$ cat config.mk
export PLATFORM = sky130hd
export DESIGN_NAME = mpbm_front
export DESIGN_NICKNAME = d
export VERILOG_FILES = /design/src/hdl/mpbm_pkg.sv /design/src/hdl/mpbm_front.sv
export SDC_FILE = /design/constraint.sdc
export NUM_CORES = 1
export LEC_CHECK = 0
export ABC_CLOCK_PERIOD_IN_PS = 5800
export BUFFER_PORTS_ARGS = -buffer_cell sky130_fd_sc_hd__buf_2
export CAP_MARGIN = 10
export CORE_UTILIZATION = 50
export DETAILED_ROUTE_END_ITERATION = 8
export HOLD_SLACK_MARGIN = 0.02
export PLACE_DENSITY = 0.83
export RECOVER_POWER = 25
export SLEW_MARGIN = 5
export SYNTH_ARGS = -nofsm -noshare
export SYNTH_HDL_FRONTEND = slang
export SYNTH_SLANG_ARGS = --single-unit
export TNS_END_PERCENT = 5
$ cat constraint.sdc
create_clock -name clk -period 5.8 [get_ports clk]
set_clock_uncertainty 0.05 [all_clocks]
set_input_delay 1.16 -clock clk [delete_from_list [all_inputs] [get_ports clk]]
set_output_delay 1.16 -clock clk [all_outputs]
set_load 0.005 [all_outputs]
$ cat src/hdl/mpbm_pkg.sv
// shared types and constants of the multi-pattern byte matcher
`timescale 1ns / 1ps
package mpbm_pkg;

    localparam logic OP_SCAN  = 1'b0;
    localparam logic OP_WRITE = 1'b1;

    localparam logic [10:0] NO_WORD = 11'h7FF;

    localparam int CMD_DEPTH = 2;
    localparam int RES_DEPTH = 4;

    typedef struct packed {
        logic [11:0] base;
        logic [12:0] parent;
        logic [11:0] fail;
        logic [10:0] word;
    } entry_t;

    typedef struct packed {
        logic        opcode;
        logic        write_ok;
        logic [7:0]  text_byte;
        logic        start_of_text;
        logic [11:0] index;
        entry_t      entry;
    } cmd_t;

    typedef struct packed {
        logic [9:0]  word_id;
        logic [31:0] end_position;
        logic        last_match;
    } result_t;

    typedef enum logic [2:0] {
        S_IDLE,
        S_GOT_NODE,
        S_GOT_CHILD,
        S_MISS,
        S_WALK,
        S_FLUSH
    } eng_state_t;

endpackage

$ cat src/hdl/mpbm_front.sv
// front end: accepts input words, classifies them and queues commands
`timescale 1ns / 1ps
module mpbm_front
    import mpbm_pkg::*;
#(
    parameter int NODE_COUNT = 4096
)
(
    input  logic        clk,
    input  logic        rst_n,
    input  logic        push,
    output logic        full,
    input  logic        opcode,
    input  logic [7:0]  text_byte,
    input  logic        start_of_text,
    input  logic [11:0] entry_index,
    input  logic [11:0] entry_base,
    input  logic [12:0] entry_parent,
    input  logic [11:0] entry_fail,
    input  logic [10:0] entry_word,
    output logic        cmd_valid,
    output cmd_t        cmd,
    input  logic        cmd_ready
);

    localparam int PW = $clog2(CMD_DEPTH);

    cmd_t          q_reg [CMD_DEPTH];
    logic [PW-1:0] wp_reg, wp_next;
    logic [PW-1:0] rp_reg, rp_next;
    logic [PW:0]   cnt_reg, cnt_next;
    cmd_t          in_cmd;
    logic          do_push;
    logic          do_pop;

    always_comb
    begin
        in_cmd.opcode        = opcode;
        in_cmd.write_ok      = (opcode == OP_WRITE) && (32'(entry_index) < NODE_COUNT);
        in_cmd.text_byte     = text_byte;
        in_cmd.start_of_text = start_of_text;
        in_cmd.index         = entry_index;
        in_cmd.entry.base    = entry_base;
        in_cmd.entry.parent  = entry_parent;
        in_cmd.entry.fail    = entry_fail;
        in_cmd.entry.word    = entry_word;
    end

    assign full      = (cnt_reg == (PW+1)'(CMD_DEPTH));
    assign cmd_valid = (cnt_reg != '0);
    assign cmd       = q_reg[rp_reg];
    assign do_push   = push && !full;
    assign do_pop    = cmd_valid && cmd_ready;

    always_comb
    begin
        wp_next  = do_push ? wp_reg + 1'b1 : wp_reg;
        rp_next  = do_pop ? rp_reg + 1'b1 : rp_reg;
        cnt_next = cnt_reg + (PW+1)'(do_push) - (PW+1)'(do_pop);
    end

    always_ff @(posedge clk or negedge rst_n)
    begin
        if (!rst_n)
        begin
            wp_reg  <= '0;
            rp_reg  <= '0;
            cnt_reg <= '0;
        end
        else
        begin
            wp_reg  <= wp_next;
            rp_reg  <= rp_next;
            cnt_reg <= cnt_next;
        end
    end

    always_ff @(posedge clk)
    begin
        if (do_push)
        begin
            q_reg[wp_reg] <= in_cmd;
        end
    end

endmodule

# Yosys cells after proc, flatten, opt, wreduce, memory -nomap -nowiden
# Memory sizes are Yosys's and may differ from the RTL's.
# Index checks and enable logic that the tools add are counted.
op_classes:
  eq_ne: 1
  mux: 2
  add_sub_neg: 4
  n_reduce_logical: 4
op_table:
  columns: ["op", "n"]
  rows:
  - ["$add A1 B1 Y1 const B", 2]
  - ["$add A2 B1 Y2", 1]
  - ["$eq A2 B2 Y1 const B", 1]
  - ["$logic_and A1 B1 Y1", 2]
  - ["$mux W1", 2]
  - ["$reduce_bool A2 Y1", 1]
  - ["$sub A2 B1 Y2", 1]
  - ["$logic_not A1 Y1", 1]
totals:
  out_inout_bits: 73
  elab_cells: 15
  ram_bits: 142
  regBits: 4
  n_memories: 1
mem_list:
  columns: ["name", "depth", "word_bits", "rd", "rd_ports_with_merged_regs", "wr", "line", "text"]
  rows:
  - ["q_reg", 2, 71, 1, 0, 1, "mpbm_front.sv:28", "cmd_t q_reg [CMD_DEPTH];"]

# Logic depth before layout (Yosys ltp)
depth:
  ltp_word: 5
  mapped_depth: 7
  depth_no_buf: 7

# Worst setup path after synthesis
# OpenSTA, ideal clock, no wires.
synth_timing:
  path_type: "input port to flip-flop"
  from: "in push"
  to: "mem q_reg[0][0] (netlist name), enable pin"
  slack_ps: 1074
  n_path_buf: 0
  arrival_time_ps: 4178
  cell_stages: 2
  required_ps: 5252
  setup_ps: 498
  path_cell_list: "nand2_1 -> nor2_1"
synth_via:
  elab_chain_len: 3
synth_rtl:
  columns: ["item", "line", "text"]
  rows:
  - ["from (decl)", "mpbm_front.sv:11", "input logic push,"]
  - ["$logic_and A1 B1 Y1", "mpbm_front.sv:52", "assign do_push = push && !full;"]
  - ["$mux W1", "mpbm_front.sv:80", "if (do_push)"]
  - ["$mux W1 (not written as such)", "mpbm_front.sv:82", "q_reg[wp_reg] <= in_cmd;"]
  - ["to (decl)", "mpbm_front.sv:28", null]
# No other way between the ends.

==> results_dict.tcl <==
set metrics [dict create \
    grt_pass1_wl_mm 13.04 \
    grt_overflow_total 0 \
    max_freq_ghz 0.2661 \
    clk_path_buf_depth 2 \
    numCtsBuffers 17 \
    slowest_delay_ns 1.03 \
    period_needed_ns 3.758 \
    dr.pass1.iters 4 \
    antenna_found_initial 0 \
    wl_met1_mm 3.808 \
    ys_seq_area_share_pct 76.68 \
    final.setup.tns_ns 0 \
    avgRoutedWirePerCell_um 16.32 \
    start_util_pct 51.55 \
    ios 147 \
    io_buffers 146 \
    dp_hpwl_mm 5.838 \
    crit_path_end_kind "output port" \
    min_period_over_period_pct 64.80 \
    p_per_area_nw_per_um2 513.3 \
    grt_util_all_layers_pct 15.74 \
    ys_types 17 \
    fill_cells 772 \
    num_rows 38 \
    slew_violations 0 \
    areaGrowthSynthToFinish_pct 24.03 \
    hold_path_class "input pin to async pin" \
    route.vias.total 2655 \
    rsz0062_at_grt "no" \
    final_cells 548 \
    drive_gt1_share_pct 58.82 \
    ys_ff_latch 144 \
    drtIter0Drc 100 \
    path_max_fanout 49 \
    cts_hold_buffers 0 \
    drc 0 \
    critPathLaunch "rp_reg" \
    via_per_inst 4.845 \
    top_layer "met4" \
    rr_startpoint "cnt_reg[1]" \
    die_area_um2 11650 \
    drt_wl_total_mm 8.946 \
    gp_congestion 0.7031 \
    timing.critical_path.cells "buf_4 -> mux2_4 -> buf_2" \
    drtAntennaViolNets 0 \
    cp-start-kind "flip-flop" \
    root_buffer "clkbuf_8" \
    hold_viol 0 \
    synth_cells 237 \
    status "finished clean" \
    cts_max_level 4 \
    cts_sinks 144 \
    synth_nets 313 \
    fp.dieW_um 108.0 \
    grt_max_degree 71 \
    leakagePower_uw 0.002802 \
    final_cell_mix "140 x edfxtp_1, 135 x buf_2, 69 x mux2_4, 16 x clkbuf_16, 13 x clkbuf_1" \
    ys_warn_count 0 \
    multiInputGateArea_um2 1155 \
    wl_met3_um 507 \
    num_antenna_cells 0 \
    wl_met2_mm 4.505 \
    clk_latency_ns 0.51 \
    timing.slew.headroom_pct 27.82 \
    clkTransAtPathRegs_ns 0.06 \
    area.sequential_um2 4308 \
    crit_required_ns 4.59 \
    fin_nets 471 \
    finalSetupViolCount 0 \
    vdd.ir_drop.worst_mv 0.4663 \
    tightest_slew_ns 1.080 \
    die_height_um 108.0 \
    maxCapViolCount 0 \
    synth.avg_cell_area_um2 23.68 \
    placed_cells 516 \
    final_common_cell "edfxtp_1" \
    cts_tree "done" \
    postCtsResizedCells 0 \
    criticalPathCategory "flip-flop to output port" \
    arrival_ns 2.55 \
    largest_register_ffs 140 \
    netlist_area_um2 5613 \
    critical-path-slowest-cell "dfrtp_4" \
    grt_pass1_vias 2628 \
    cts_post_setup_buffers_inserted 0 \
    fp.coreArea_um2 10890 \
]
## cell usage after synthesis
| library cell | n | area share (%) |
|---|---|---|
| nand2b_1 | 1 | 0.11 |
| nor2_1 | 1 | 0.067 |
| xor2_1 | 1 | 0.16 |
| nand2_1 | 1 | 0.067 |
| buf_12 | 7 | 2.5 |
| xnor2_1 | 3 | 0.47 |
| dfrtp_1 | 4 | 1.8 |
| mux2_2 | 1 | 0.20 |
| buf_6 | 1 | 0.20 |
| and3_1 | 1 | 0.11 |
| and2_4 | 1 | 0.16 |
| edfxtp_1 | 140 | 75 |
| mux2_4 | 69 | 18 |
| buf_4 | 1 | 0.13 |
| or2_1 | 1 | 0.11 |
| inv_1 | 2 | 0.13 |
| ha_1 | 2 | 0.45 |
## where the power goes
group	total [uW]	leakage (uW)	switching [uW]	internal [uW]
logic	941	0.00118	374	567
clock network	1050	0.000274	389	657
registers	1590	0.00135	157	1430
total	3570	0.00280	920	2650
## metrics by stage
step           power, uW  instance area, um^2  hold slack, ns  util [%]  worst slack, ns
5_1_grt             3740                 6962          0.4214     63.94            1.916
3_5_place_dp        2569                 6391          0.4564     58.70            2.495
4_1_cts             3623                 6975          0.3756     64.07            1.997
6_report            3573                 6962          0.4284     63.94            2.042
3_3_place_gp        2530                 6391          0.4343     58.70            2.578
2_1_floorplan       2314                 5613          0.4101         -            1.074
## cell type report
class                      count  area share [%]
sequential                   144           61.88
multi-input combinational     82           16.59
timing repair buffer         148           10.51
clock buffer                  23           6.848
tap                          140           2.516
clock inverter                 9           1.546
inverter                       2          0.1078
## routing by layer
metal / up-vias / GRT usage (%)
met5: - / 0
met4: 0 / 6.262
met3: 11 / 5.606
met1: 1295 / 18.82
met2: 94 / 26.02
li1: 1255 / -
## path summary, 6_finish.rpt
check | slack, ns | cells past startpoint | to
min in group clk | 0.47 | 1 | cnt_reg[0]
worst max-delay path | 2.04 | 3 | cmd[0]
max in group asynchronous | 5.05 | 1 | rp_reg
worst min register to register | 0.47 | 1 | cnt_reg[0]
worst min-delay path | 0.43 | 1 | cnt_reg[0]
worst max register to register | 3.26 | 4 | q_reg[0][52]
## critical path, delay by kind of cell (launching register included)
kind | cells | cell delay, ns
multiplexers | 1 | 0.34
flip-flops | 1 | 1.03
buffers and inverters | 2 | 0.64
## cell families (layout without fill, tap and decap cells)
group | after synthesis | in the layout | synth area share (%)
AND/OR/NAND/NOR | 6 | 6 | 0.6243
XOR/XNOR | 4 | 4 | 0.6243
multiplexers | 70 | 70 | 18.66
adder cells (fa/ha/maj) | 2 | 2 | 0.4458
flip-flops | 144 | 144 | 76.68
buffers and inverters | 11 | 182 | 2.965
(Power assumes the default switching activity.)
