## config.mk

```make
export PLATFORM = sky130hd
export DESIGN_NAME = mpbm_res_fifo
export DESIGN_NICKNAME = d
export VERILOG_FILES = /design/src/hdl/mpbm_pkg.sv /design/src/hdl/mpbm_res_fifo.sv
export SDC_FILE = /design/constraint.sdc
export NUM_CORES = 1
export LEC_CHECK = 0
export ABC_AREA = 0
export BUFFER_PORTS_ARGS = -buffer_cell sky130_fd_sc_hd__buf_2
export CAP_MARGIN = 30
export CORE_MARGIN = 3
export CORE_UTILIZATION = 51
export CTS_CLUSTER_DIAMETER = 150
export DETAILED_ROUTE_END_ITERATION = 16
export PLACE_DENSITY = 0.72
export RECOVER_POWER = 100
export SYNTH_ARGS = -nofsm -noshare
export SYNTH_HDL_FRONTEND = slang
export SYNTH_SLANG_ARGS = --single-unit
export TNS_END_PERCENT = 30
```

## constraint.sdc

```tcl
create_clock -name clk -period 2.45 [get_ports clk]
set_clock_uncertainty 0.15 [all_clocks]
set_input_delay 0.49 -clock clk [delete_from_list [all_inputs] [get_ports clk]]
set_output_delay 0.49 -clock clk [all_outputs]
set_load 0.005 [all_outputs]
```

## src/hdl/mpbm_pkg.sv

```systemverilog
// shared types and constants of the multi-pattern byte matcher
`timescale 1ns / 1ps
package mpbm_pkg;

    localparam logic OP_SCAN  = 1'b0;
    localparam logic OP_WRITE = 1'b1;

    localparam logic [10:0] NO_WORD = 11'h7FF;

    localparam int CMD_DEPTH = 2;
    localparam int RES_DEPTH = 4;

    typedef struct packed {
        logic [11:0] base;
        logic [12:0] parent;
        logic [11:0] fail;
        logic [10:0] word;
    } entry_t;

    typedef struct packed {
        logic        opcode;
        logic        write_ok;
        logic [7:0]  text_byte;
        logic        start_of_text;
        logic [11:0] index;
        entry_t      entry;
    } cmd_t;

    typedef struct packed {
        logic [9:0]  word_id;
        logic [31:0] end_position;
        logic        last_match;
    } result_t;

    typedef enum logic [2:0] {
        S_IDLE,
        S_GOT_NODE,
        S_GOT_CHILD,
        S_MISS,
        S_WALK,
        S_FLUSH
    } eng_state_t;

endpackage

```

## src/hdl/mpbm_res_fifo.sv

```systemverilog
// result queue between the matching engine and the result ports
`timescale 1ns / 1ps
module mpbm_res_fifo
    import mpbm_pkg::*;
(
    input  logic    clk,
    input  logic    rst_n,
    input  logic    wr,
    input  result_t wdata,
    output logic    wfull,
    output logic    empty,
    input  logic    pop,
    output result_t rdata
);

    localparam int PW = $clog2(RES_DEPTH);

    result_t       q_reg [RES_DEPTH];
    logic [PW-1:0] wp_reg, wp_next;
    logic [PW-1:0] rp_reg, rp_next;
    logic [PW:0]   cnt_reg, cnt_next;
    logic          do_wr;
    logic          do_rd;

    assign wfull = (cnt_reg == (PW+1)'(RES_DEPTH));
    assign empty = (cnt_reg == '0);
    assign rdata = q_reg[rp_reg];
    assign do_wr = wr && !wfull;
    assign do_rd = pop && !empty;

    always_comb
    begin
        wp_next  = do_wr ? wp_reg + 1'b1 : wp_reg;
        rp_next  = do_rd ? rp_reg + 1'b1 : rp_reg;
        cnt_next = cnt_reg + (PW+1)'(do_wr) - (PW+1)'(do_rd);
    end

    always_ff @(posedge clk or negedge rst_n)
    begin
        if (!rst_n)
        begin
            wp_reg  <= '0;
            rp_reg  <= '0;
            cnt_reg <= '0;
        end
        else
        begin
            wp_reg  <= wp_next;
            rp_reg  <= rp_next;
            cnt_reg <= cnt_next;
        end
    end

    always_ff @(posedge clk)
    begin
        if (do_wr)
        begin
            q_reg[wp_reg] <= wdata;
        end
    end

endmodule

```

# Word-level counts from Yosys, hierarchy flattened
# Memory sizes are Yosys's and may differ from the RTL's.
# Cells that the tools add are included.
totals:
  register_bits: 7
  ramBits: 172
  inputBits: 47
  output_inout_bits: 45
  wordCells: 16
  memories: 1
mem_list:
  columns: ["name", "words", "word_bits", "read_ports", "rd_clocked_by_memory_dff", "wr", "line_no", "text"]
  rows:
  - ["q_reg", 4, 43, 1, 0, 1, "mpbm_res_fifo.sv:18", "result_t q_reg [RES_DEPTH];"]
op_classes:
  n_addsub: 4
  eq_ne: 1
  muxes: 2
  reduce_logical: 5
ops:
  columns: ["operator", "n"]
  rows:
  - ["adder 2 x 1 -> 2 bit (second input constant)", 2]
  - ["adder 3 x 1 -> 3 bit", 1]
  - ["== test 3 bit (second input constant)", 1]
  - ["logical NOT 3 bit", 1]
  - ["subtractor 3 x 1 -> 3 bit", 1]
  - ["logical AND 1 bit", 2]
  - ["logical NOT 1 bit", 2]
  - ["two-way mux 1 bit", 2]

# Longest topological paths before layout
logic_depth:
  depth_word: 5
  ltp_mapped: 8

# Least setup slack after synthesis
# Ideal clock, no wire load.
synth_path:
  path_type: "flip-flop to flip-flop"
  from: "register cnt_reg[2]"
  to: "memory q_reg[0][0] in the netlist's numbering, enable pin"
  arrival_time_ns: 1.775
  path_slack_ns: 0.120
  stages_incl_launch_ff: 3
  synth_period_minus_slack_ns: 2.330
  path_cell_list: "dfrtp_1 > nor3b_2 > and3b_1"
synth_via:
  elab_chain_len: 5
synth_lines:
  columns: ["element", "line_no", "text"]
  rows:
  - ["from (decl)", "mpbm_res_fifo.sv:21", "logic [PW:0] cnt_reg, cnt_next;"]
  - ["from (signal assigned)", "mpbm_res_fifo.sv:50", "cnt_reg <= cnt_next;"]
  - ["== test 3 bit", "mpbm_res_fifo.sv:25", "assign wfull = (cnt_reg == (PW+1)'(RES_DEPTH));"]
  - ["via wfull", "mpbm_res_fifo.sv:10", "output logic wfull,"]
  - ["logical NOT 1 bit", "mpbm_res_fifo.sv:28", "assign do_wr = wr && !wfull;"]
  - ["logical AND 1 bit", "mpbm_res_fifo.sv:28", null]
  - ["two-way mux 1 bit", "mpbm_res_fifo.sv:56", "if (do_wr)"]
  - ["two-way mux 1 bit (implied by the code)", "mpbm_res_fifo.sv:58", "q_reg[wp_reg] <= wdata;"]
  - ["to (decl)", "mpbm_res_fifo.sv:18", null]
# The timed path passes the listed nets, and every way through them passes these cells.

==> flow_metrics.env <==
export IMPL_drv_slew=0
export IMPL_antenna_found_initial=1
export IMPL_nets=442
export IMPL_reg2reg_slack_ns=0.12
export IMPL_synth_compound_area_share_pct=0.465
export IMPL_netlist_top_cells_count="172 x edfxtp_1, 38 x mux4_2, 7 x dfrtp_1, 6 x ha_1, 6 x inv_1"
export IMPL_yosysTopAreaCellShare_pct=76.7
export IMPL_critPathRequiredTime_ns=1.81
export IMPL_wl_per_cell_um=20.5
export IMPL_tightest_slew_ns=0.866
export IMPL_syn_area_um2=6730
export IMPL_path_cells="buf_8 > buf_8 > mux4_2 > buf_2"
export IMPL_dp_hpwl_mm=7.14
export IMPL_dp_slack_ns=0.0356
export IMPL_vias_per_cell=5.36
export IMPL_fmax_mhz=402
export IMPL_design_area_um2=8180
export IMPL_synth_fp_nets=320
export IMPL_ys_types=20
export IMPL_cts_buffers=17
export IMPL_die_width_um=121
export IMPL_grt_pass1_vias=3306
export IMPL_min_period_over_period_pct=101
export IMPL_fp_dieH_um=121
export IMPL_start_util_pct=52.7
export IMPL_synth_seq_area_share_pct=79.3
export IMPL_instances_no_fill=573
export IMPL_drc_errors=0
export IMPL_syn2layout_area_growth_pct=21.4
export IMPL_overflow=0
export IMPL_async_flop_share_pct=3.91
export IMPL_layout_drive_gt1_share_pct=36.2
export IMPL_h_tree_depth=4
export IMPL_route_vias_total=3070
export IMPL_cts_clk_slew_worst_paths_ns=0.06
export IMPL_run_status="complete, but fails checks"
export IMPL_ant_nets=0
export IMPL_root_buffer="clkbuf_16"
export IMPL_place_area_um2=7450
export IMPL_synthAdderAreaFrac_pct=1.41
export IMPL_synthMuxAreaShare_pct=14.7
export IMPL_drt_first_pass_iters=4
export IMPL_routed_wl_mm=11.8
export IMPL_leakagePower_nw=2.75
export IMPL_io_pins=92
export IMPL_io_buffers=91
export IMPL_cts_sink_count=179
export IMPL_largest_reg_flops=172
export IMPL_diodes=0
export IMPL_grt_first_pass_wirelength_mm=18.4
export IMPL_dp_cells=530
export IMPL_finalHoldWorstSlack_ns=0.159
export IMPL_powerDensity_nw_per_um2=1230
export IMPL_rsz0062_at_grt="yes"
export IMPL_crit_arrival_ns=1.85
export IMPL_period_minus_slack_ns=2.49
export IMPL_synth_warnings=0
export IMPL_core_area_um2=12800
export IMPL_synth_top_area_cell="edfxtp_1"
export IMPL_grt_max_degree=30
export IMPL_synth_ff_type="edfxtp_1"
export IMPL_synthTopCellsByArea="edfxtp_1 77%, mux4_2 13%, dfrtp_1 2.6%"
export IMPL_synthSimpleGateAreaFrac_pct=1.54
export IMPL_tritoncts="done"
export IMPL_clk_path_buf_depth=2
export IMPL_setup_viol=11
export IMPL_hold_path_class="input pin to flip-flop"
export IMPL_total_power_mw=10.0
export IMPL_synth_top_family_by_area="multiplexers"
export IMPL_num_rows=41
export IMPL_finalHoldViolations=0
export IMPL_cp_end_kind="primary output"
export IMPL_synth_most_common_cell="edfxtp_1"
export IMPL_fin_ws_ns=-0.0367
export IMPL_crit_path_frequent_cell="buf_8"
export IMPL_ys_ff_latch=179
export IMPL_ir_worst_vdd_mv=0.632
export IMPL_startpoint_type="flip-flop"
export IMPL_path_max_fanout=6
export IMPL_cpPeakStageDelay_ns=0.51
export IMPL_cap_viol_max_count=0
export IMPL_slowest_stage="mux4_2"
export IMPL_grt_util_all_layers_pct=17.4
export IMPL_slew_headroom_pct=42.3
export IMPL_synth_xor_area_share_pct=0.520
export IMPL_insertion_delay_ns=0.43
export IMPL_violations="setup timing"
export IMPL_netlist_instances=266
export IMPL_place_congestion=0.758
export IMPL_critPathKind="flip-flop to primary output"
export IMPL_fp_dieArea_um2=14600
export IMPL_synth_edf_count=172
export IMPL_post_synth_cell_area_avg_um2=25.3
export IMPL_drt_iter0_drc=209
-- critical path, delay by kind of cell, from the launching register on --
family / cells / cell delay [ns]
mux: 1 / 0.51
buf+inv: 3 / 0.44
flops: 1 / 0.47
-- cells by family (layout without fill, tap and decap cells) --
group / count (synthesis) / after routing
flip-flops: 179 / 179
multiplexers: 43 / 43
buffers and inverters: 16 / 151
AND/OR/NAND/NOR: 13 / 13
adder cells (fa/ha/maj): 7 / 7
AO/OA/AOI/OAI: 4 / 4
XOR/XNOR: 4 / 4
-- per-stage QoR --
stage / util, % / TNS (ns)
after global placement: 58.4 / 0
final: 64.0 / -0.185
after detailed placement: 58.4 / 0
after floorplan: - / 0
after global routing: 64.0 / -2.10
after CTS: 64.4 / -0.685
-- layout by cell type, fill, tap and decap left out --
cell,n
and3b_1,2
and3b_2,2
buf_12,6
buf_16,3
buf_2,42
buf_4,1
buf_6,6
buf_8,3
bufinv_16,3
clkbuf_1,48
clkbuf_16,17
clkbuf_2,5
clkinv_2,3
clkinv_4,1
clkinvlp_4,5
dfrtp_1,5
dfrtp_4,2
dlygate4sd3_1,1
edfxtp_1,172
fa_1,1
ha_1,6
inv_1,6
inv_6,1
mux4_2,43
nand2_1,1
nand2b_1,4
nand4bb_1,2
nor3_1,1
nor3b_4,1
o211ai_1,2
o311ai_0,1
o31ai_4,1
xnor2_1,4
-- timing repair --
action | in CTS | in global routing
hold buffers | 1 | 0
pin swaps | 0 | 0
gates cloned | 3 | 0
gates resized for setup | 19 | 5
endpoints found under the setup margin | 39 | 42
hold endpoints to repair | 7 | 0
buffers inserted | 7 | 0
-- final timing paths --
check,start,endpoint,depth (start not counted)
hold reg to reg,wp_reg[1],wp_reg[1],2
hold / removal,wdata[1],q_reg[2][1],1
setup reg to reg,cnt_reg[2],q_reg[3][34],3
min in group asynchronous,rst_n,cnt_reg[0],2
max in group asynchronous,rst_n,rp_reg[1],2
setup / recovery,rp_reg[0],rdata[35],4
-- power breakdown --
| group | internal, mW | switching, mW |
|---|---|---|
| clock network | 1.60 | 1.09 |
| registers | 4.06 | 0.294 |
| logic | 1.68 | 1.32 |
-- final cells by class --
class                           instances  area (um2)
Multi-Input combinational cell         71        1260
Tap cell                              172         215
Sequential cell                       179        5350
Fill cell                             872        4600
Timing Repair Buffer                  113         741
Clock inverter                         13         160
Inverter                                6        22.5
Clock buffer                           19         433
-- routing by layer --
| layer | global-route usage [%] | routed length (um) |
|---|---|---|
| met5 | 0 | 7 |
| met4 | 7.08 | 249 |
| met3 | 6.11 | 681 |
| met2 | 27.3 | 5960 |
| met1 | 22.5 | 4860 |
No activity file was read; power rests on OpenSTA's default activity.
